<file path="src/sv/nsc_pkg.sv">
`timescale 1ns / 1ps
package nsc_pkg;

  localparam int COORD_BITS    = 16;
  localparam int INSET_BITS    = 15;
  localparam int UV_BITS       = 16;
  localparam int SCREEN_BITS   = 15;
  localparam int EDGE_BITS     = 18;
  localparam int SPAN_BITS     = 17;
  localparam int PROD_BITS     = 35;
  localparam int NUM_W         = 36;
  localparam int DEN_W         = 18;
  localparam int QUO_W         = 37;
  localparam int DIV_CNT_W     = 6;
  localparam int NDC_FRAC_BITS = 13;
  localparam int NDC_BITS      = 16;
  localparam int COLOR_BITS    = 32;
  localparam int PATCH_BITS    = 4;
  localparam int CORNER_BITS   = 2;
  localparam int LERP_LANES    = 4;
  localparam int DIV_LANES     = 8;
  localparam int FIFO_DEPTH    = 4;
  localparam int FIFO_PTR_W    = $clog2(FIFO_DEPTH);
  localparam int CFG_IDX_W     = 1;

  localparam logic [PATCH_BITS-1:0]  LAST_PATCH = 4'd8;
  localparam logic [CORNER_BITS-1:0] CORNER_BR  = 2'd3;

  localparam logic [CFG_IDX_W-1:0] REG_SCREEN_WIDTH  = 1'b0;
  localparam logic [CFG_IDX_W-1:0] REG_SCREEN_HEIGHT = 1'b1;

  localparam logic [SCREEN_BITS-1:0] SCREEN_W_RST = 15'd1024;
  localparam logic [SCREEN_BITS-1:0] SCREEN_H_RST = 15'd768;

  typedef struct packed {
    logic signed [COORD_BITS-1:0] widget_x0;
    logic signed [COORD_BITS-1:0] widget_y0;
    logic signed [COORD_BITS-1:0] widget_x1;
    logic signed [COORD_BITS-1:0] widget_y1;
    logic [INSET_BITS-1:0]        inner_left;
    logic [INSET_BITS-1:0]        inner_top;
    logic [INSET_BITS-1:0]        inner_right;
    logic [INSET_BITS-1:0]        inner_bottom;
    logic [63:0]                  uv_outer;
    logic [63:0]                  uv_inner;
    logic [63:0]                  clip_box;
    logic [COLOR_BITS-1:0]        vertex_color;
  } item_t;

  typedef struct packed {
    logic signed [NDC_BITS-1:0] ndc_x;
    logic signed [NDC_BITS-1:0] ndc_y;
    logic [UV_BITS-1:0]         tex_u;
    logic [UV_BITS-1:0]         tex_v;
    logic [COLOR_BITS-1:0]      out_color;
    logic [PATCH_BITS-1:0]      patch_index;
    logic [CORNER_BITS-1:0]     corner_index;
    logic                       last;
  } vertex_t;

  // one kept patch: original span, clipped span, texture ends
  typedef struct packed {
    logic signed [EDGE_BITS-1:0] x0;
    logic signed [EDGE_BITS-1:0] x1;
    logic signed [EDGE_BITS-1:0] ox0;
    logic signed [EDGE_BITS-1:0] ox1;
    logic signed [EDGE_BITS-1:0] y0;
    logic signed [EDGE_BITS-1:0] y1;
    logic signed [EDGE_BITS-1:0] oy0;
    logic signed [EDGE_BITS-1:0] oy1;
    logic [UV_BITS-1:0]          u0;
    logic [UV_BITS-1:0]          u1;
    logic [UV_BITS-1:0]          v0;
    logic [UV_BITS-1:0]          v1;
    logic [COLOR_BITS-1:0]       color;
    logic [PATCH_BITS-1:0]       patch;
    logic                        last;
  } patch_t;

endpackage

</file>
<file path="src/sv/nsc_fifo.sv">
`timescale 1ns / 1ps
module nsc_fifo import nsc_pkg::*; (
  input  logic   clk_i,
  input  logic   rst_ni,
  input  logic   push_i,
  input  patch_t data_i,
  output logic   full_o,
  input  logic   pop_i,
  output logic   empty_o,
  output patch_t data_o
);

  patch_t                mem_q [FIFO_DEPTH];
  logic [FIFO_PTR_W-1:0] wr_q, rd_q;
  logic [FIFO_PTR_W:0]   cnt_q;
  logic                  do_wr, do_rd;

  assign full_o  = cnt_q == (FIFO_PTR_W+1)'(FIFO_DEPTH);
  assign empty_o = cnt_q == '0;
  assign data_o  = mem_q[rd_q];
  assign do_wr   = push_i && !full_o;
  assign do_rd   = pop_i && !empty_o;

  always_ff @(posedge clk_i or negedge rst_ni) begin
    if (!rst_ni) begin
      wr_q  <= '0;
      rd_q  <= '0;
      cnt_q <= '0;
    end else begin
      if (do_wr) wr_q <= FIFO_PTR_W'(wr_q + 1'b1);
      if (do_rd) rd_q <= FIFO_PTR_W'(rd_q + 1'b1);
      if (do_wr && !do_rd) begin
        cnt_q <= (FIFO_PTR_W+1)'(cnt_q + 1'b1);
      end else if (do_rd && !do_wr) begin
        cnt_q <= (FIFO_PTR_W+1)'(cnt_q - 1'b1);
      end
    end
  end

  always_ff @(posedge clk_i) begin
    if (do_wr) begin
      mem_q[wr_q] <= data_i;
    end
  end

endmodule

</file>
<file path="config.mk">
export PLATFORM = sky130hd
export DESIGN_NAME = nsc_fifo
export DESIGN_NICKNAME = d
export VERILOG_FILES = /design/src/sv/nsc_pkg.sv /design/src/sv/nsc_fifo.sv
export SDC_FILE = /design/constraint.sdc
export NUM_CORES = 1
export LEC_CHECK = 0
export BUFFER_PORTS_ARGS = -buffer_cell sky130_fd_sc_hd__buf_4
export CORE_UTILIZATION = 45
export CTS_BUF_LIST = sky130_fd_sc_hd__clkbuf_8
export DETAILED_ROUTE_END_ITERATION = 7
export HOLD_SLACK_MARGIN = 0.03
export PLACE_DENSITY = 0.67
export SYNTH_ARGS = -nofsm -noshare
export SYNTH_HDL_FRONTEND = slang
export SYNTH_SLANG_ARGS = --single-unit
</file>
<file path="constraint.sdc">
create_clock -name clk_i -period 7.2 [get_ports clk_i]
set_input_delay 0.72 -clock clk_i [delete_from_list [all_inputs] [get_ports clk_i]]
set_output_delay 0.72 -clock clk_i [all_outputs]
set_load 0.02 [all_outputs]
</file>
# After elaboration in Yosys (flattened, before gate mapping)
# Memories as Yosys holds them, arrays and structs flattened.
# Index checks and enable logic that the tools add are counted.
# Widths: inputs -> output; s select.
# totals
wordCells,23
latch_bits,0
output_inout_bits,247
mem_bits_rw,980
mem_count,1
in_bits,249
regBits,7
mem_bits_ro,0
# op_classes
div_mod_pow,0
order_cmp,0
bitwise,0
addsub,4
reduce_logical,10
muxes,4
multipliers,0
eq_ne,1
shift,0
# mem_list
memory,depth,width,rd,rd_clocked_by_memory_dff,wr,line,rtl
mem_q,4,245,1,0,1,nsc_fifo.sv:13,patch_t mem_q [FIFO_DEPTH];
# ops
op,n
$mux 3,2
$add 2x1->2 const B,2
$logic_and 1x1->1,4
$logic_not 1->1,4
$add 3x1->3 const B,1
$eq 3x3->1 const B,1
$logic_not 3->1,1
$sub 3x1->3 const B,1
$mux 1,2
$reduce_bool 2->1,1

# Depth between registers and ports, before layout
# Gate-level depths: netlist of run 1.
# logic_depth
depth_word,7
mapped_depth,9
depth_no_buf,8

# Least setup slack after synthesis of run 1
# No wires, ideal clock.
# synth_path
path_kind,input -> register
from,input push_i
to,"memory mem_q[0][0] (netlist name), enable pin"
stages,3
setup_ns,0.637
path_buffers,1
required_time_ns,6.563
slack_ns,-0.001
arrival_time_ns,6.565
cell_sequence,nor2b_1 > buf_2 > and2_1
# synth_between
elab_chain_len,3
# synth_lines
element,line,rtl
from (decl),nsc_fifo.sv:5,"input logic push_i,"
$logic_and 1x1->1,nsc_fifo.sv:21,assign do_wr = push_i && !full_o;
named net do_wr,nsc_fifo.sv:16,"logic do_wr, do_rd;"
$mux 1,nsc_fifo.sv:41,if (do_wr) begin
$mux 1 (not written as such),nsc_fifo.sv:42,mem_q[wr_q] <= data_i;
to (decl),nsc_fifo.sv:13,
# The timed path passes the listed nets, and every way through them passes these cells.

==> out/metrics.csv, run 1 <==
stage;metric;value;unit
outcome;status;finished, final reports clean;
sta;RSZ-0062 raised after global routing;no;
logic_synthesis;Netlist cell types;22;
sta;Hold Violations, Final;0;
sta;Finish-stage setup viols;0;
logic_synthesis;register bit total from synthesis;987;
logic_synthesis;asr flop ratio synth;0.00709;
sta;crit share post-route;0.594;
global_route;first-pass GRT wire length;107000;microns
clocking;maximum clock path buffer count;3;
logic_synthesis;Area contributors post-synth;edfxtp_1, mux4_2, buf_12, dfrtp_1, buf_2;
run;Max-cap violations;0;
floorplan;Die Wd;285;microns
sta;relative slew slack;0.225;
hold_path;Hold Path Class;in2reg;
logic_synthesis;Post-Syn Nets;1571;
placed_design;number of I/O port buffers;495;
logic_synthesis;compound-gate portion of the synthesized area;0;
logic_synthesis;most numerous cell in the Yosys netlist;edfxtp_1;
clocking;number of CTS-inserted buffers;161;
setup_path;data required time of the worst path;6.48;ns
placed_design;pre-CTS WS;3.60;ns
placed_design;GP Congestion;0.751;
placed_design;hpwl dp;42000;microns
floorplan;Core Area;79100;sq um
logic_synthesis;largest family of logic cells by synthesized area;multiplexers;
setup_path;CP Data Arrival Time;3.56;ns
pwr;PwrDens;428;nW/um^2
logic_synthesis;Synth Area per Inst;27.4;sq um
global_route;Tot GR Track Use;0.177;
global_route;vias in the first global route;17300;
pwr;Leak;15.0;nW
cells_and_area;layout cells sized above 1;0.461;
global_route;largest net degree at the start of global routing;146;
clocking;Clk Latency, worst-skew pair;0.79;ns
logic_synthesis;Synth top cells by count;edfxtp_1, mux4_2, buf_2;
floorplan;die area;81100;sq um
route;total routed wirelength;71600;microns
clocking;CTS Hold Bufs;13;
setup_path;Worst Setup Path Type;reg2out;
route;Routed Antenna Nets;0;
route;vias per inst;5.15;
sta;Pins Over Slew Limit;0;
logic_synthesis;Post-Synth XOR/XNOR Area;0.00146;
floorplan;starting density of the core;0.455;
global_route;GR Overflow Total;0;
logic_synthesis;synthesis warning total;0;
cells_and_area;multi-input logic area;5740;sq um
clocking;CTS clk-pin slew, worst paths;0.06;ns
logic_synthesis;simple-gate share of the synthesized area;0.00160;
logic_synthesis;Post-synth EDFFs;980;
logic_synthesis;Seq/Total Area, Yosys;0.822;
setup_path;CP max FO;108;
sta;fmax;234;MHz
logic_synthesis;post-synthesis mux area share;0.154;
floorplan;Die Span Y;285;microns
logic_synthesis;Cells after Synth;1316;
route;DR vias;16100;
route;drt wl/cell;23.0;microns
sta;final setup TNS;0;ns
sta;Slew @ Worst Pin;1.16;ns
global_route;initial antenna violation count;5;
clocking;clock root buffer;clkbuf_8;
clocking;# Post-CTS Setup Buffers;0;
cells_and_area;# fillers;5959;
cells_and_area;number of nets in the layout;2199;
logic_synthesis;area of the mapped netlist;36000;sq um
logic_synthesis;Synth Flop Type;edfxtp_1;
floorplan;# IOs;496;
cells_and_area;synth-to-layout area growth;21.3;%
route;DR iter-0 viols;1014;
floorplan;Row Count;103;
clocking;CTS H-tree depth;4;
clocking;TritonCTS clock tree;built;
clocking;clk sinks;987;
route;first-pass iteration count of the detailed router;5;
pwr;Worst VDD drop;0.000294;V
sta;fin crit period;4.28;ns
clocking;CTS resizes;0;
logic_synthesis;Yosys top cell by area;edfxtp_1;
setup_path;Setup crit start kind;flop;
logic_synthesis;Yosys top cell area share;0.818;
logic_synthesis;adder-cell share of the synthesized area;0.00229;
setup_path;crit path capture type;primary output;
sta;final worst setup slack;2.92;ns
sta;clock skew;0.0425;ns
cells_and_area;Storage cell area;29600;sq um
route;DR DRC count;0;
-- metrics by stage --
step	std cells	utilization	hold WS [ns]	total power, mW	cell area (sq um)
floorplan	1316	-	0.424	12.3	36000
global placement	2818	0.513	0.465	14.5	40600
detailed placement	2818	0.513	0.470	14.5	40600
CTS	3114	0.552	0.0306	19.0	43700
global route	3116	0.552	0.0543	19.5	43700
finish	3116	0.552	0.132	18.7	43700
-- cells in the final DEF, fill, tap and decap left out --
cell type / n
clkinv_8: 4
diode_2: 2
dfrtp_1: 5
xnor2_1: 4
buf_4: 500
inv_8: 2
nand2_1: 1
clkinvlp_4: 1
bufinv_16: 4
nand3_1: 1
or3_1: 1
inv_1: 57
and2_4: 4
inv_12: 3
nor2_1: 1
inv_6: 1
mux2_2: 2
ha_1: 5
clkbuf_8: 164
mux4_2: 245
xor2_1: 2
nor2b_1: 1
dlygate4sd3_1: 13
clkinv_2: 11
inv_16: 1
dfrtp_4: 2
buf_12: 8
edfxtp_1: 980
clkinv_1: 39
nor3b_1: 1
fa_1: 1
-- worst max-delay path, cell delays in order, from the launching register on --
cell	delay, ns
dfrtp_4	1.07
buf_12	0.66
mux4_2	0.63
buf_4	0.18
-- registers in the layout, indices dropped and copies added (netlist names) --
name	flops
rd_q	2
wr_q	2
cnt_q	3
mem_q	980
-- final cells by class --
type                       count  area share
timing repair buffer         521      0.0926
sequential                   987       0.678
clock inverter               119      0.0159
multi-input combinational    269       0.131
tap                         1050      0.0301
clock buffer                 164      0.0517
inverter                       4    0.000344
antenna                        2    0.000115
-- worst paths after layout --
check	from	endpoint	slack [ns]	depth (start not counted)
min in group asynchronous	rst_ni	cnt_q[2]	0.34	2
max in group asynchronous	rst_ni	rd_q[1]	6.72	2
max reg2reg	cnt_q[2]	mem_q[2][109]	3.96	4
min reg2reg	cnt_q[2]	cnt_q[2]	0.48	1
max	rd_q[0]	data_o[134]	2.92	3
min	data_i[206]	mem_q[1][206]	0.13	1
-- routing by layer --
metal / global-route usage / wire length [microns]
met3: 0.0542 / 5120
met2: 0.289 / 36400
met1: 0.221 / 28100
met5: 0 / 51
met4: 0.0700 / 1910
-- power by group --
group	internal, mW	switching (mW)
Sequential	7.60	0.357
Clock	2.28	2.15
Combinational	2.77	3.53
Total	12.7	6.04
-- cells by family after synthesis --
kind of cell / count (synthesis)
fa+ha+maj: 6
buf+inv: 60
simple gates: 10
mux: 247
flops: 987
xor+xnor: 6
(Power assumes the default switching activity.)
==> run 2: changes to the inputs <==
ABC_AREA = 1   (was default)
PLACE_DENSITY = default   (was 0.67)
clock period = 4.4 ns   (was 7.2 ns; I/O delays follow)
==> run 2 against run 1 <==
Effect of this change:
- global-route usage up 2.7 points
- register-to-register slack lost 1.7 ns
- final cell count grew 60%
- sequential share of layout area down 8.1 points
- setup slack worse by 2.1 ns
- largest cell class unchanged
==> out/metrics.csv, run 2 <==
stage;metric;value;unit
cells_and_area;Largest Register;mem_q;
logic_synthesis;Synth Flop Type;edfxtp_1;
cells_and_area;Storage cell area;29600;sq um
pwr;Switching Fraction;0.381;
clocking;clock root buffer;clkbuf_8;
logic_synthesis;Post-Syn Nets;3175;
logic_synthesis;Yosys top cell area share;0.737;
placed_design;placed instance area;44200;sq um
cells_and_area;layout cells sized above 1;0.204;
route;drt wl/cell;18.3;microns
cells_and_area;Final Instance Area;49600;sq um
sta;relative slew slack;0.403;
logic_synthesis;Area contributors post-synth;edfxtp_1, o211ai_1, nand2_1, inv_1, buf_6;
sta;fin crit period;3.63;ns
logic_synthesis;Seq/Total Area, Yosys;0.742;
logic_synthesis;most numerous cell in the Yosys netlist;edfxtp_1;
pwr;P_sw;12.7;mW
clocking;maximum clock path buffer count;3;
cells_and_area;Core Util, Final;0.568;
placed_design;number of I/O port buffers;495;
cells_and_area;most frequent cells in the layout;edfxtp_1, nand2_1, inv_1, buf_4, o211ai_1;
route;DR iter-0 viols;1458;
setup_path;Worst Setup SP;rd_q[1];
floorplan;# IOs;496;
route;DR DRC count;0;
pwr;power after layout;33.2;mW
sta;fmax;276;MHz
setup_path;CP Data Arrival Time;3.19;ns
hold_path;Hold Path Class;in2reg;
cells_and_area;Largest regs;mem_q (980), cnt_q (3);
logic_synthesis;asr flop ratio synth;0.00709;
clocking;number of CTS-inserted buffers;163;
pwr;Seq pwr share;0.387;
setup_path;launching point of the worst reg2reg path;rd_q[1];
pwr;Clock power frac;0.219;
pwr;Worst VDD drop;0.000483;V
route;first-pass iteration count of the detailed router;5;
sta;crit share post-route;0.824;
sta;final worst setup slack;0.773;ns
logic_synthesis;Cells after Synth;2920;
placed_design;hpwl dp;52400;microns
placed_design;GP Congestion;0.792;
run;Max-cap violations;0;
logic_synthesis;Synth Area per Inst;13.7;sq um
logic_synthesis;Netlist cell types;20;
cells_and_area;# fillers;6991;
floorplan;Die Wd;300;microns
hold_path;HP Start;data_i[144];
sta;Hold Violations, Final;0;
pwr;combinational power share;0.394;
setup_path;CP max FO;96;
global_route;initial antenna violation count;12;
floorplan;starting density of the core;0.457;
sta;Final Hold Slack;0.373;ns
setup_path;Setup crit start kind;flop;
global_route;GR Overflow Total;0;
cells_and_area;most common cell after layout, fill and taps aside;edfxtp_1;
route;Routed Antenna Nets;0;
sta;Slew @ Worst Pin;0.896;ns
cells_and_area;multi-input logic area;6960;sq um
global_route;first-pass GRT wire length;140000;microns
logic_synthesis;register bit total from synthesis;987;
sta;clock skew;0.0224;ns
cells_and_area;synth-to-layout area growth;24.2;%
floorplan;Core Area;87300;sq um
sta;Pins Over Slew Limit;0;
outcome;status;finished, final reports clean;
sta;Finish-stage setup viols;0;
placed_design;pre-CTS WS;1.54;ns
pwr;PwrDens;669;nW/um^2
global_route;vias in the first global route;25200;
floorplan;die area;89900;sq um
logic_synthesis;area of the mapped netlist;39900;sq um
logic_synthesis;synthesis warning total;0;
cells_and_area;number of nets in the layout;3957;
setup_path;Worst Setup Path Type;reg2out;
clocking;TritonCTS clock tree;built;
floorplan;Die Span Y;300;microns
logic_synthesis;Post-synth EDFFs;980;
clocking;clk sinks;987;
cells_and_area;max FFs per register;980;
logic_synthesis;Yosys top cell by area;edfxtp_1;
route;total routed wirelength;91300;microns
clocking;CTS clk-pin slew, worst paths;0.06;ns
clocking;CTS H-tree depth;4;
pwr;P_int;20.5;mW
route;DR vias;24600;
clocking;CTS resizes;0;
global_route;largest net degree at the start of global routing;214;
global_route;Tot GR Track Use;0.203;
route;vias per inst;4.93;
logic_synthesis;Synth top cells by count;edfxtp_1, nand2_1, inv_1;
floorplan;Row Count;108;
clocking;Clk Latency, worst-skew pair;0.82;ns
setup_path;crit path capture type;primary output;
setup_path;data required time of the worst path;3.96;ns
pwr;Leak;20.1;nW
sta;RSZ-0062 raised after global routing;no;
run 2: metrics by stage:
step / cells / setup TNS, ns
2_1_floorplan: 2920 / -328.42
3_3_place_gp: 4443 / 0
3_5_place_dp: 4443 / 0
4_1_cts: 4983 / 0
5_1_grt: 4987 / 0
6_report: 4987 / 0
run 2: routing by layer:
metal | wire (microns) | GRT usage
met5 | 80 | 0
met4 | 2800 | 0.0849
met3 | 5410 | 0.0512
met2 | 46000 | 0.350
met1 | 37000 | 0.243
run 2: kinds of logic after synthesis:
kind of cell	count (synthesis)	synth area share
AOI/OAI and AO/OA	491	0.0987
xor gates and xnor gates	1	0.000219
adders and majority gates	6	0.00207
buffers and inverters	670	0.0852
DFF	987	0.742
and+or+nand+nor	765	0.0722
run 2: worst paths after layout:
| kind | to | slack (ns) | depth (start not counted) |
|---|---|---|---|
| worst max-delay path | data_o[161] | 0.77 | 5 |
| worst min-delay path | mem_q[0][144] | 0.37 | 2 |
| worst max register to register | rd_q[1] | 2.22 | 6 |
| worst min register to register | cnt_q[2] | 0.54 | 2 |
| max in group asynchronous | rd_q[1] | 3.42 | 3 |
| min in group asynchronous | wr_q[1] | 0.69 | 3 |
run 2: timing repair:
action / in CTS / in global routing
buffers inserted: 0 / 0
setup endpoints to repair: 0 / 0
hold buffers: 249 / 0
hold endpoints to repair: 992 / 0
run 2: final cells by class:
cell class / count / area share
Sequential cell: 987 / 0.597
Multi-Input combinational cell: 1263 / 0.140
Timing Repair Buffer: 780 / 0.135
Clock buffer: 168 / 0.0466
Inverter: 507 / 0.0389
Tap cell: 1155 / 0.0291
Clock inverter: 123 / 0.0126
Antenna cell: 4 / 0.000202
run 2: worst max-delay path: stages, from the launching register on:
cell and delay [ns]:
dfrtp_4 0.77, inv_8 0.66, buf_4 0.48, o211ai_1 0.15, nand2_1 0.11, buf_4 0.15
run 2: power groups by stage:
stage | clock network, mW | registers, mW | logic (mW)
after CTS | 7.50 | 12.9 | 13.3
final | 7.28 | 12.8 | 13.1
after global placement | 0 | 13.0 | 12.9
after detailed placement | 0 | 13.0 | 13.0
after global routing | 7.89 | 13.0 | 14.1
after floorplan | 0 | 13.1 | 8.60
