===== src/sv/nsc_pkg.sv =====
`timescale 1ns / 1ps
package nsc_pkg;

  localparam int COORD_BITS    = 16;
  localparam int INSET_BITS    = 15;
  localparam int UV_BITS       = 16;
  localparam int SCREEN_BITS   = 15;
  localparam int EDGE_BITS     = 18;
  localparam int SPAN_BITS     = 17;
  localparam int PROD_BITS     = 35;
  localparam int NUM_W         = 36;
  localparam int DEN_W         = 18;
  localparam int QUO_W         = 37;
  localparam int DIV_CNT_W     = 6;
  localparam int NDC_FRAC_BITS = 13;
  localparam int NDC_BITS      = 16;
  localparam int COLOR_BITS    = 32;
  localparam int PATCH_BITS    = 4;
  localparam int CORNER_BITS   = 2;
  localparam int LERP_LANES    = 4;
  localparam int DIV_LANES     = 8;
  localparam int FIFO_DEPTH    = 4;
  localparam int FIFO_PTR_W    = $clog2(FIFO_DEPTH);
  localparam int CFG_IDX_W     = 1;

  localparam logic [PATCH_BITS-1:0]  LAST_PATCH = 4'd8;
  localparam logic [CORNER_BITS-1:0] CORNER_BR  = 2'd3;

  localparam logic [CFG_IDX_W-1:0] REG_SCREEN_WIDTH  = 1'b0;
  localparam logic [CFG_IDX_W-1:0] REG_SCREEN_HEIGHT = 1'b1;

  localparam logic [SCREEN_BITS-1:0] SCREEN_W_RST = 15'd1024;
  localparam logic [SCREEN_BITS-1:0] SCREEN_H_RST = 15'd768;

  typedef struct packed {
    logic signed [COORD_BITS-1:0] widget_x0;
    logic signed [COORD_BITS-1:0] widget_y0;
    logic signed [COORD_BITS-1:0] widget_x1;
    logic signed [COORD_BITS-1:0] widget_y1;
    logic [INSET_BITS-1:0]        inner_left;
    logic [INSET_BITS-1:0]        inner_top;
    logic [INSET_BITS-1:0]        inner_right;
    logic [INSET_BITS-1:0]        inner_bottom;
    logic [63:0]                  uv_outer;
    logic [63:0]                  uv_inner;
    logic [63:0]                  clip_box;
    logic [COLOR_BITS-1:0]        vertex_color;
  } item_t;

  typedef struct packed {
    logic signed [NDC_BITS-1:0] ndc_x;
    logic signed [NDC_BITS-1:0] ndc_y;
    logic [UV_BITS-1:0]         tex_u;
    logic [UV_BITS-1:0]         tex_v;
    logic [COLOR_BITS-1:0]      out_color;
    logic [PATCH_BITS-1:0]      patch_index;
    logic [CORNER_BITS-1:0]     corner_index;
    logic                       last;
  } vertex_t;

  // one kept patch: original span, clipped span, texture ends
  typedef struct packed {
    logic signed [EDGE_BITS-1:0] x0;
    logic signed [EDGE_BITS-1:0] x1;
    logic signed [EDGE_BITS-1:0] ox0;
    logic signed [EDGE_BITS-1:0] ox1;
    logic signed [EDGE_BITS-1:0] y0;
    logic signed [EDGE_BITS-1:0] y1;
    logic signed [EDGE_BITS-1:0] oy0;
    logic signed [EDGE_BITS-1:0] oy1;
    logic [UV_BITS-1:0]          u0;
    logic [UV_BITS-1:0]          u1;
    logic [UV_BITS-1:0]          v0;
    logic [UV_BITS-1:0]          v1;
    logic [COLOR_BITS-1:0]       color;
    logic [PATCH_BITS-1:0]       patch;
    logic                        last;
  } patch_t;

endpackage


===== src/sv/nsc_front.sv =====
`timescale 1ns / 1ps
module nsc_front import nsc_pkg::*; (
  input  logic   clk_i,
  input  logic   rst_ni,
  input  logic   push_i,
  input  item_t  item_i,
  output logic   full_o,
  input  logic   q_full_i,
  output logic   q_push_o,
  output patch_t q_data_o
);

  item_t                  item_q;
  logic                   item_v_q;
  logic [PATCH_BITS-1:0]  idx_q;

  logic signed [EDGE_BITS-1:0] xs [4];
  logic signed [EDGE_BITS-1:0] ys [4];
  logic [UV_BITS-1:0]          us [4];
  logic [UV_BITS-1:0]          vs [4];
  logic signed [EDGE_BITS-1:0] cx0, cy0, cx1, cy1, wdt, hgt;
  logic [2:0]                  row_on, col_on;
  logic [8:0]                  keep;
  logic [1:0]                  cur_r, cur_c;
  logic                        keep_cur, later_any, advance, fin, accept;

  always_comb begin
    xs[0] = EDGE_BITS'(item_q.widget_x0);
    xs[1] = EDGE_BITS'(item_q.widget_x0)
          + $signed({{(EDGE_BITS-INSET_BITS){1'b0}}, item_q.inner_left});
    xs[2] = EDGE_BITS'(item_q.widget_x0)
          + $signed({{(EDGE_BITS-INSET_BITS){1'b0}}, item_q.inner_right});
    xs[3] = EDGE_BITS'(item_q.widget_x1);
    ys[0] = EDGE_BITS'(item_q.widget_y0);
    ys[1] = EDGE_BITS'(item_q.widget_y0)
          + $signed({{(EDGE_BITS-INSET_BITS){1'b0}}, item_q.inner_top});
    ys[2] = EDGE_BITS'(item_q.widget_y0)
          + $signed({{(EDGE_BITS-INSET_BITS){1'b0}}, item_q.inner_bottom});
    ys[3] = EDGE_BITS'(item_q.widget_y1);
    us[0] = item_q.uv_outer[15:0];
    us[1] = item_q.uv_inner[15:0];
    us[2] = item_q.uv_inner[47:32];
    us[3] = item_q.uv_outer[47:32];
    vs[0] = item_q.uv_outer[31:16];
    vs[1] = item_q.uv_inner[31:16];
    vs[2] = item_q.uv_inner[63:48];
    vs[3] = item_q.uv_outer[63:48];
    cx0 = EDGE_BITS'($signed(item_q.clip_box[15:0]));
    cy0 = EDGE_BITS'($signed(item_q.clip_box[31:16]));
    cx1 = EDGE_BITS'($signed(item_q.clip_box[47:32]));
    cy1 = EDGE_BITS'($signed(item_q.clip_box[63:48]));
    wdt = xs[3] - xs[0];
    hgt = ys[3] - ys[0];
    row_on[0] = item_q.inner_top != '0;
    row_on[1] = 1'b1;
    row_on[2] = $signed({{(EDGE_BITS-INSET_BITS){1'b0}}, item_q.inner_bottom}) < hgt;
    col_on[0] = item_q.inner_left != '0;
    col_on[1] = 1'b1;
    col_on[2] = $signed({{(EDGE_BITS-INSET_BITS){1'b0}}, item_q.inner_right}) < wdt;
    for (int r = 0; r < 3; r++) begin
      for (int c = 0; c < 3; c++) begin
        keep[r*3+c] = row_on[r] && col_on[c]
                   && (xs[c+1] > xs[c]) && (ys[r+1] > ys[r])
                   && (xs[c] < cx1) && (xs[c+1] > cx0)
                   && (ys[r] < cy1) && (ys[r+1] > cy0);
      end
    end
  end

  always_comb begin
    cur_r = (idx_q >= 4'd6) ? 2'd2 : (idx_q >= 4'd3) ? 2'd1 : 2'd0;
    cur_c = 2'(idx_q - 4'(cur_r) * 4'd3);
    keep_cur = keep[idx_q];
    later_any = 1'b0;
    for (int k = 0; k < 9; k++) begin
      if ((PATCH_BITS'(k) > idx_q) && keep[k]) later_any = 1'b1;
    end
  end

  always_comb begin
    q_data_o.x0    = xs[cur_c];
    q_data_o.x1    = xs[2'(cur_c + 2'd1)];
    q_data_o.y0    = ys[cur_r];
    q_data_o.y1    = ys[2'(cur_r + 2'd1)];
    q_data_o.ox0   = (q_data_o.x0 > cx0) ? q_data_o.x0 : cx0;
    q_data_o.ox1   = (q_data_o.x1 < cx1) ? q_data_o.x1 : cx1;
    q_data_o.oy0   = (q_data_o.y0 > cy0) ? q_data_o.y0 : cy0;
    q_data_o.oy1   = (q_data_o.y1 < cy1) ? q_data_o.y1 : cy1;
    q_data_o.u0    = us[cur_c];
    q_data_o.u1    = us[2'(cur_c + 2'd1)];
    q_data_o.v0    = vs[cur_r];
    q_data_o.v1    = vs[2'(cur_r + 2'd1)];
    q_data_o.color = item_q.vertex_color;
    q_data_o.patch = idx_q;
    q_data_o.last  = !later_any;
  end

  // a dropped patch advances the scan without waiting, a kept one waits for queue room
  assign advance  = item_v_q && (!keep_cur || !q_full_i);
  assign fin      = advance && (idx_q == LAST_PATCH);
  assign full_o   = item_v_q && !fin;
  assign accept   = push_i && !full_o;
  assign q_push_o = item_v_q && keep_cur && !q_full_i;

  always_ff @(posedge clk_i or negedge rst_ni) begin
    if (!rst_ni) begin
      item_v_q <= 1'b0;
      idx_q    <= '0;
    end else begin
      if (accept) begin
        item_v_q <= 1'b1;
        idx_q    <= '0;
      end else if (advance) begin
        item_v_q <= !fin;
        idx_q    <= PATCH_BITS'(idx_q + 4'd1);
      end
    end
  end

  always_ff @(posedge clk_i) begin
    if (accept) begin
      item_q <= item_i;
    end
  end

endmodule


===== config.mk =====
export PLATFORM = sky130hd
export DESIGN_NAME = nsc_front
export DESIGN_NICKNAME = d
export VERILOG_FILES = /design/src/sv/nsc_pkg.sv /design/src/sv/nsc_front.sv
export SDC_FILE = /design/constraint.sdc
export NUM_CORES = 1
export LEC_CHECK = 0
export ABC_AREA = 0
export BUFFER_PORTS_ARGS = -buffer_cell sky130_fd_sc_hd__buf_2
export CELL_PAD_IN_SITES_DETAIL_PLACEMENT = 2
export CELL_PAD_IN_SITES_GLOBAL_PLACEMENT = 2
export CORE_UTILIZATION = 36
export DETAILED_ROUTE_END_ITERATION = 6
export GPL_TIMING_DRIVEN = 1
export HOLD_SLACK_MARGIN = 0.1
export PLACE_DENSITY = 0.81
export RECOVER_POWER = 25
export SYNTH_ARGS = -nofsm -noshare
export SYNTH_HDL_FRONTEND = slang
export SYNTH_SLANG_ARGS = --single-unit

===== constraint.sdc =====
create_clock -name clk_i -period 14.9 [get_ports clk_i]
set_input_delay 1.49 -clock clk_i [delete_from_list [all_inputs] [get_ports clk_i]]
set_output_delay 1.49 -clock clk_i [all_outputs]
set_load 0.1 [all_outputs]

* Yosys cells after proc, flatten, opt, wreduce, memory -nomap -nowiden
Cells that the tools add are included.
** Word-level totals
- Output and inout bits :: 247
- Input bits :: 352
- Flip-flop bits (word level) :: 353
- Logic and storage cells :: 196
** Cells by class
- Reductions and logical operators :: 81
- Multiplexer cells :: 45
- Add/sub/neg operators :: 10
- Bitwise operators :: 4
- Magnitude comparators :: 40
- $mul :: 1
- Eq/ne operators :: 1
** Operators by type and width (count)
- 18-bit 2-to-1 mux :: 12
- 18-bit binary-select mux with 2-bit select :: 4
- 16-bit binary-select mux with 2-bit select :: 4
- 16-bit 2-to-1 mux :: 8
- 17-bit by 16-bit > comparator with 1-bit output :: 6
- 1-bit logical AND :: 72
- 16-bit by 16-bit adder with 17-bit output :: 4
- 17-bit by 16-bit < comparator with 1-bit output :: 4
- 18-bit by 16-bit > comparator with 1-bit output :: 2
- 18-bit by 16-bit < comparator with 1-bit output :: 2
- 16-bit by 17-bit > comparator with 1-bit output :: 2
- 17-bit > comparator :: 2
- 16-bit by 17-bit < comparator with 1-bit output :: 2
- 16-bit by 16-bit subtractor with 17-bit output :: 2
- 16-bit > comparator :: 2
- 16-bit < comparator :: 2
- 15-bit nonzero test :: 2
- 3-bit by 4-bit > comparator with 1-bit output (first input constant) :: 4
- 1-bit 2-to-1 mux :: 13
- 3-bit greater-or-equal comparator (second input constant) :: 4
- 2-bit NOT with 3-bit output :: 4
- 1-bit by 4-bit > comparator with 1-bit output (first input constant) :: 2
- 2-bit by 4-bit > comparator with 1-bit output (first input constant) :: 2
- 4-bit 2-to-1 mux :: 2
- other kinds (14) :: 19

* Longest topological paths before layout
Gate-level depths: netlist (run 1).
- Depth after elaboration :: 20
- Mapped depth :: 35
- Gate-level depth less buffers :: 28

* Worst setup path before layout (run 1)
OpenSTA, ideal clock, no wires.
- Path kind :: flip-flop to flip-flop
- Start point :: register item_q[316] in the netlist's numbering
- End point :: register item_q, in the netlist cx0[0], enable pin
- Stages on the path, launching flop included :: 26
- Arrival time :: 12.961 ns
- Library setup time :: 0.753 ns
- Setup slack :: 1.186 ns
- Cell sequence :: edfxtp_1 ha_1 fa_1 a21o_1 a21oi_1 o21bai_1 a21oi_1 o21bai_1 a41o_1 o41ai_2 xnor2_1 inv_1 ha_1 a21oi_1 o21ai_0 a2111oi_0 a21oi_1 a211oi_1 nor3_2 nand3_1 nor2_1 o31a_1 and4_4 buf_6 o31ai_1 and2_1
** Between the ends
- Longest elaborated chain between the ends :: 19
- Elaborated cells on any way between the ends :: 72
- Classes of those cells :: add/sub: 3; order compare: 9; mux: 2; reduce/logical: 58
** RTL lines
- start, declared :: RTL line nsc_front.sv:13 : item_t item_q;
- start signal, assigned :: RTL line nsc_front.sv:122 : item_q <= item_i;
- 16-bit by 16-bit subtractor with 17-bit output :: RTL line nsc_front.sv:53 : hgt = ys[3] - ys[0];
- 16-bit by 17-bit < comparator with 1-bit output :: RTL line nsc_front.sv:56 : row_on[2] = $signed({{(EDGE_BITS-INSET_BITS){1'b0}}, item_q.inner_bottom}) < hgt;
- 1-bit logical AND :: RTL line nsc_front.sv:62 : keep[r*3+c] = row_on[r] && col_on[c]
- 1-bit logical AND (2 in series) :: RTL line nsc_front.sv:63 : && (xs[c+1] > xs[c]) && (ys[r+1] > ys[r])
- 1-bit logical AND (2 in series) :: RTL line nsc_front.sv:64 : && (xs[c] < cx1) && (xs[c+1] > cx0)
- 1-bit logical AND (2 in series) :: RTL line nsc_front.sv:65 : && (ys[r] < cy1) && (ys[r+1] > cy0);
- 1-bit binary-select mux with 4-bit select (*) :: RTL line nsc_front.sv:73 : keep_cur = keep[idx_q];
- 1-bit 2-to-1 mux (implied by the code) (*) :: RTL line nsc_front.sv:73
- 1-bit logical NOT (*) :: RTL line nsc_front.sv:99 : assign advance = item_v_q && (!keep_cur || !q_full_i);
- 1-bit logical OR (*) :: RTL line nsc_front.sv:99
- 1-bit logical AND (*) :: RTL line nsc_front.sv:99
- 1-bit logical AND (*) :: RTL line nsc_front.sv:100 : assign fin = advance && (idx_q == LAST_PATCH);
- 1-bit logical NOT (*) :: RTL line nsc_front.sv:101 : assign full_o = item_v_q && !fin;
- 1-bit logical AND (*) :: RTL line nsc_front.sv:101
- 1-bit logical NOT (*) :: RTL line nsc_front.sv:102 : assign accept = push_i && !full_o;
- 1-bit logical AND (*) :: RTL line nsc_front.sv:102
- via accept :: RTL line nsc_front.sv:25 : logic keep_cur, later_any, advance, fin, accept;
Mark *: on every way through the listed nets, which the timed path passes. The rest lies on a longest branch. The select of a mux whose other input is x is not followed.
A chain may end at the register's enable or synchronous reset.

==> results of run 1 <==
## placed cells by master (no fill, tap or decap), drive strengths merged, types with 44 or more instances in the layout
cell type	count
ha	485
buf	615
clkbuf	56
edfxtp	348
nand2	156
nand3	49
mux2	54
nor2	157
inv	230
a211oi	45
o21ai	124
xnor2	48
a21oi	194
mux4	46
a21o	73
nand4	44
## registers in the layout (all words and copies together), names as in the netlist
name,flops
item_v_q,1
cy0,16
cy1,16
cx0,16
cx1,16
q_data_o,32
item_q,252
idx_q,4
## final timing paths
check | depth (start not counted) | to | slack, ns | start
worst max-delay path | 27 | q_data_o[195] | 4.62 | idx_q[0]
worst min-delay path | 2 | idx_q[2] | 0.68 | item_v_q
worst max register to register | 26 | cy1[11] | 5.36 | item_q[333]
worst min register to register | 2 | idx_q[2] | 0.68 | item_v_q
max in group asynchronous | 1 | idx_q[1] | 13.93 | rst_ni
min in group asynchronous | 1 | idx_q[3] | 0.74 | rst_ni
## metal layers
| metal | vias up | wire [um] | track usage (%) |
|---|---|---|---|
| met5 | - | 23 | 0 |
| met4 | 4 | 4946 | 12.27 |
| met3 | 257 | 7166 | 4.888 |
| met2 | 1002 | 63240 | 55.09 |
| met1 | 12850 | 52060 | 39.12 |
| li1 | 11120 | - | - |
## cells by family after synthesis
group / share of synthesized area [%]
AOI/OAI and AO/OA: 16.24
and+or+nand+nor: 10.07
adders and majority gates: 22.24
DFF: 38.01
xor gates and xnor gates: 2.519
buffers and inverters: 4.938
muxes: 5.982
## through the flow
stage,hold WS (ns),util (%),setup slack (ns)
2_1_floorplan,0.5624,-,1.186
3_3_place_gp,0.6037,41.83,5.759
3_5_place_dp,0.6438,41.83,5.402
4_1_cts,0.6495,43.69,4.683
5_1_grt,0.7264,43.73,4.166
6_report,0.6765,43.73,4.622
## worst register-to-register path: stages (launching register included)
cell	delay (ns)
sky130_fd_sc_hd__edfxtp_1	0.52
sky130_fd_sc_hd__inv_1	0.35
sky130_fd_sc_hd__fa_1	0.32
sky130_fd_sc_hd__nor2b_1	0.06
sky130_fd_sc_hd__o21ai_0	0.21
sky130_fd_sc_hd__a21boi_0	0.15
sky130_fd_sc_hd__o21ai_0	0.33
sky130_fd_sc_hd__a21oi_1	0.24
sky130_fd_sc_hd__o2111ai_1	0.40
sky130_fd_sc_hd__a311oi_1	0.15
sky130_fd_sc_hd__o21a_1	0.21
sky130_fd_sc_hd__o31ai_1	0.70
sky130_fd_sc_hd__inv_1	0.26
sky130_fd_sc_hd__ha_1	0.38
sky130_fd_sc_hd__a21o_1	0.19
sky130_fd_sc_hd__a211oi_1	0.34
sky130_fd_sc_hd__o221ai_1	0.18
sky130_fd_sc_hd__a31oi_1	0.41
sky130_fd_sc_hd__nor3_4	0.13
sky130_fd_sc_hd__a22oi_2	0.26
sky130_fd_sc_hd__nand3_1	0.14
sky130_fd_sc_hd__and3_1	0.18
sky130_fd_sc_hd__and4_4	0.22
sky130_fd_sc_hd__o31ai_1	0.56
sky130_fd_sc_hd__and2_4	0.37
sky130_fd_sc_hd__buf_4	0.79
sky130_fd_sc_hd__buf_4	0.98
## area by class of cell
class	instances	area (um^2)
clock buffer	45	1062
inverter	230	863.3
fill	8215	42880
clock inverter	31	352.8
sequential	353	10580
tap	1030	1289
antenna	17	42.54
timing repair buffer	626	3202
multi-input combinational	1937	15940
==> reports/results.txt, run 1 <==
The cell count after synthesis was 2611. Setup violations remaining at the end of the flow were counted as 0. By area the synthesized netlist is led by sky130_fd_sc_hd__edfxtp_1 38%, sky130_fd_sc_hd__ha_1 22%, sky130_fd_sc_hd__mux4_2 3.7%, sky130_fd_sc_hd__a21oi_1 3.4%, sky130_fd_sc_hd__inv_1 3.1%. The tools report the library cell used as clock root buffer as sky130_fd_sc_hd__clkbuf_16. The synthesized design spends more area on one cell type than any other, namely sky130_fd_sc_hd__edfxtp_1.

STA classifies the critical path endpoint as an output pin. In this run the tightest slew margin relative to its limit is 11.64%. In the final timing run, aggregate negative setup slack is 0 ns. Grouping stages by cell kind, the critical path spends the most delay in compound AO/OA/AOI/OAI gates. The H-tree generated during clock tree synthesis spans 2 levels. The synthesized netlist contains 87 unique library cells. In this run the post-CTS setup repair buffer count came out at 0. The tools report the detailed-routing iteration count for the pre-antenna-repair pass as 5. Wires add up to 127400 um.

The layout cell share with drive strength beyond 1 was 25.26%. Derived from the worst setup path, the maximum achievable clock frequency is 97.29 MHz. Yosys mapped a number of flops with a built-in enable equal to 348. The slowest stage of the critical path is the sky130_fd_sc_hd__xnor2_2 cell. The logs give 4176 for the placed instance count and 3 for the deepest clock path buffer count. The source-to-sink clock delay at the later pin of the worst-skew pair came out at 0.62 ns. The path class of the tightest hold or removal check is reg2reg. After clock tree synthesis, the flow added hold-fix buffers numbering 0.

Port buffering added 598 buffers. The number of buffers and inverters on the critical path is 5. The first global-routing pass estimated 184100 um of wire.

The clock-pin slew on the worst setup and hold paths is 0.06 ns, and the maximum number of pins on one net before global-route repair is 189. The classification of the worst setup path was reg2out. After routing the design area is 0.03332 mm^2.

For the routability congestion estimate, the log shows 0.9422. The largest single stage delay on the critical path is 1.03 ns. The run gives 599 as the I/O pin count. Dividing the detail-routed via count by the number of cells gives 5.911.

For this run, the number of Yosys warnings is 0. The most used standard cell by instance count after synthesis is sky130_fd_sc_hd__ha_1. After synthesis the netlist holds a flip-flop and latch count of 353. Data arrival time of the worst path: 8.79 ns. The number of DRC markers in iteration 0 was 1604; the cell area after placement was 0.03188 mm^2. After detailed routing, the number of remaining DRC violations is 0. Counting stages on the worst path, the most repeated cell is sky130_fd_sc_hd__ha_1. The tools report the final clock skew as 0.05589 ns. The tools report the total track usage as 31.65%. The number of global-route vias before repair came out at 27690.

The number of clock sinks came out at 353. Setup repair after global routing left no endpoint under its margin. For the synthesized cell area, the log shows 0.02782 mm^2. TritonCTS built the clock tree.

After the flow finishes, the layout carries non-filler instances totaling 4269. The average cell area after synthesis is 10.66 um^2. The area inside the core boundary is 0.07620 mm^2, and the global-route congestion overflow total is 0. Counting flops with an async set or reset pin after synthesis yields a share of 1.416%. For this configuration, the core starts out at a cell density of 36.51%. The die extent in x was 280.0 um. The synthesized design devotes to its leading area cell type 37.56% of total area. Counting the buffers created by CTS gives 42. The run finished with clean final reports. Once detail routing completed, the nets flagged for antenna violations numbered 0. Once the clock tree was built, the resizer swapped 0 gates to a different size. Mean routed wirelength per cell: 29.85 um. Compared with the post-synthesis result, the final layout area differs by 19.78%. The initialized floorplan defines 101 standard-cell rows.

The tools report the area of the die as 0.07839 mm^2. The clock period could shrink to 10.28 ns. The die span in y works out to 280.0 um. The final layout net count is 4033. For the pin with the worst max-slew slack, the measured transition is 1.319 ns. Dividing the final minimum period by the clock period gives 68.98%. The net count after synthesis came out at 3454. In the synthesized netlist, the cells that appear most often are 485 x sky130_fd_sc_hd__ha_1, 348 x sky130_fd_sc_hd__edfxtp_1, 228 x sky130_fd_sc_hd__inv_1, 191 x sky130_fd_sc_hd__a21oi_1, 157 x sky130_fd_sc_hd__nor2_1.

For this run, the leading register cell type out of synthesis is sky130_fd_sc_hd__edfxtp_1. The number of pins with negative max-slew slack in the final report is 0, and the detailed-placement wirelength estimate is 103000 um. The required time of the critical path is 13.41 ns. Of all nets on the critical path, the largest fanout is 36. The total count of hold-check failures in the final report came out at 0. STA classifies the critical path startpoint as a flop. The routed layout has 25230 vias. Max-cap violations in this run came to 0. The initial antenna violation count was 17; the sequential share of the synthesized area was 38.01%.
Power of run 1 is left out: the tool's default activity adds up to more than one toggle a clock period on the data nets, which glitch-free logic cannot reach.
==> run 2, diff against run 1 <==
==> constraint.sdc (replaced) <==
create_clock -name clk_i -period 10.6 [get_ports clk_i]
set_input_delay 1.06 -clock clk_i [delete_from_list [all_inputs] [get_ports clk_i]]
set_output_delay 1.06 -clock clk_i [all_outputs]
set_load 0.1 [all_outputs]
==> reports/results.txt, run 2 (synthesized netlist as in run 1, its figures left out) <==
Clock skew on the completed layout was measured at 0.05399 ns. For flop-to-flop paths, the worst setup slack is 2.32 ns. The layout cell share with drive strength beyond 1 was 25.34%. The leading cell type in the layout, fill and taps excluded was sky130_fd_sc_hd__buf_2. The die span in y works out to 280.0 um. The startpoint identified for the worst register-to-register timing path is item_q[316]. The worst setup path is launched from a flop. Setup repair after global routing left no endpoint under its margin.

Number of buffers added by the clock tree synthesis step: 41. The length in cells of the worst reg-to-reg path came out at 25. The pre-antenna-repair detailed-routing pass consisted of 5 iterations. The worst register-to-register path ends at item_q[336]. The source-to-sink clock delay at the later pin of the worst-skew pair was 0.62 ns; the layout overhead on the synthesized area was 21.29%. The die covers 0.07839 mm^2. Once the floorplan was initialized, standard cells occupied 36.51% of the core.

After clock tree synthesis, the clock-pin slew on the worst setup and hold paths is 0.06 ns. The routed layout has 25310 vias. The worst pin sits at a relative slew slack of 25.64%.

The H-tree was split into 2 levels. The run gives 0 as the number of max-capacitance violations reported. For the routability congestion estimate, the log shows 0.9449. The register name with the most flops is item_q.

Leaving out fill and tap cells, the most frequent cells in the layout are 552 x sky130_fd_sc_hd__buf_2, 485 x sky130_fd_sc_hd__ha_1, 348 x sky130_fd_sc_hd__edfxtp_1. The critical path is of the reg2out type. The type of the worst min-delay path was in2async. The maximum number of pins on one net before global-route repair came out at 95.

In the routed layout, each cell is associated on average with a via count of 5.943. At the end of the flow the core is filled with cells to 44.28%. Final layout net count: 4029. The maximum clock frequency is 112.9 MHz, and the quantity of I/O buffers inserted on ports is 598. After floorplanning, the core was sized to cover 0.07620 mm^2. The logs give 0 for the total count of hold-check failures in the final report and 0 for the global-route congestion overflow total. The post-layout minimum cycle time works out to 8.857 ns.

The footprint of the flip-flops and latches came out at 0.01058 mm^2. The flip-flop count of the largest register, all copies and words added was 252. The mean routed wirelength per cell works out to 29.81 um.

The worst path uses 83.55% of the clock period. For the worst setup path, the data required time is 9.54 ns. The initialized floorplan defines 101 standard-cell rows. The maximum fanout count along the critical path is 50, and the post-place setup slack is 2.490 ns.

The HPWL after detailed placement is 103000 um. The slew of the pin with the lowest slew margin works out to 1.114 ns. TritonCTS built the clock tree. Die extent in x: 280.0 um. The deepest clock path buffer count was 3.

After clock tree synthesis, the flow added hold-fix buffers numbering 0. The flow ran to the end, and the final reports show no timing, DRC or antenna violations. The first routing iteration left 1521 violations. Once the clock tree was built, the resizer swapped 0 gates to a different size. The run gives 1.743 ns as the worst setup margin. The I/O pin count is 599, and the setup violation total in the final timing report is 0. The initial antenna violation count was 16; the total track usage was 31.45%.

At the worst endpoint, the arrival time is 7.80 ns. The tools report the library cell used as clock root buffer as sky130_fd_sc_hd__clkbuf_16. For the sum of routed wire length over all layers, the log shows 126900 um.

Kind of end point of the critical path: an output pin. Fill cells in the final layout number 8052. The remaining antenna violation count is 0, and the number of remaining DRC errors is 0. The tools report the number of global-route vias before repair as 27590. Once the clock tree was built, the setup fixing pass inserted 0 buffers. Summing all multi-input logic gate instances after layout gives 0.01596 mm^2.

The first global-routing pass estimated 182900 um of wire. For the number of pins with negative max-slew slack in the final report, the log shows 0. Clock tree synthesis found a total of 353 sinks.
==> run 2: worst max path at each step <==
stage	from	endpoint	slack [ns]
after detailed placement	item_q[316]	item_q[337]	2.49
after floorplan	idx_q[0]	q_data_o[208]	-0.47
after CTS	idx_q[0]	q_data_o[174]	1.78
final	idx_q[0]	q_data_o[174]	1.74
after global routing	item_q[332]	full_o	1.32
after global placement	idx_q[0]	q_data_o[179]	2.80
==> run 2: critical path: stages, from the launching register on <==
cell and delay, ns:
sky130_fd_sc_hd__dfrtp_1 0.61, sky130_fd_sc_hd__inv_1 0.19, sky130_fd_sc_hd__ha_1 0.28, sky130_fd_sc_hd__or2_1 0.27, sky130_fd_sc_hd__a21oi_4 0.16, sky130_fd_sc_hd__nand2_1 0.08
sky130_fd_sc_hd__inv_1 0.08, sky130_fd_sc_hd__ha_1 0.25, sky130_fd_sc_hd__inv_1 0.08, sky130_fd_sc_hd__ha_1 0.15, sky130_fd_sc_hd__nor2_1 0.06, sky130_fd_sc_hd__xnor2_1 0.39
sky130_fd_sc_hd__xnor2_2 0.16, sky130_fd_sc_hd__buf_4 0.55, sky130_fd_sc_hd__nor2_1 0.11, sky130_fd_sc_hd__a21oi_1 0.26, sky130_fd_sc_hd__a21oi_1 0.21, sky130_fd_sc_hd__ha_1 0.41
sky130_fd_sc_hd__o2111ai_1 0.14, sky130_fd_sc_hd__a21oi_1 0.16, sky130_fd_sc_hd__a21oi_1 0.09, sky130_fd_sc_hd__a21oi_1 0.42, sky130_fd_sc_hd__o2111ai_1 0.18, sky130_fd_sc_hd__a21o_1 0.22
sky130_fd_sc_hd__a21oi_2 0.70, sky130_fd_sc_hd__buf_4 0.34, sky130_fd_sc_hd__mux2_2 0.39, sky130_fd_sc_hd__buf_12 0.17
==> run 2: area by class of cell <==
class	instances	share of cell area, %
well taps	1030	3.819
clock inverters	21	0.6489
inverters	230	2.559
multi-input cells	1937	47.29
diodes	16	0.1187
flip-flops and latches	353	31.34
repair buffers	623	11.10
clock buffers	48	3.119
==> run 2: per-layer routing <==
metal	GRT usage (%)	vias to the layer above	routed length, um
met5	0	-	27
met4	11.52	4	4599
met3	4.913	240	7213
met2	55.71	921	63800
met1	38.29	13040	51270
li1	-	11110	-
==> run 2: metrics by stage <==
step                setup TNS [ns]  cells  instance area, um^2  hold slack, ns
floorplan                  -0.4719   2611                27840          0.5622
global placement                 0   4173                32440          0.6097
detailed placement               0   4173                32440          0.6435
CTS                              0   4242                33710          0.2372
global route                     0   4256                33740          0.3027
finish                           0   4258                33740          0.3065
Power of run 2 is left out for the same reason.
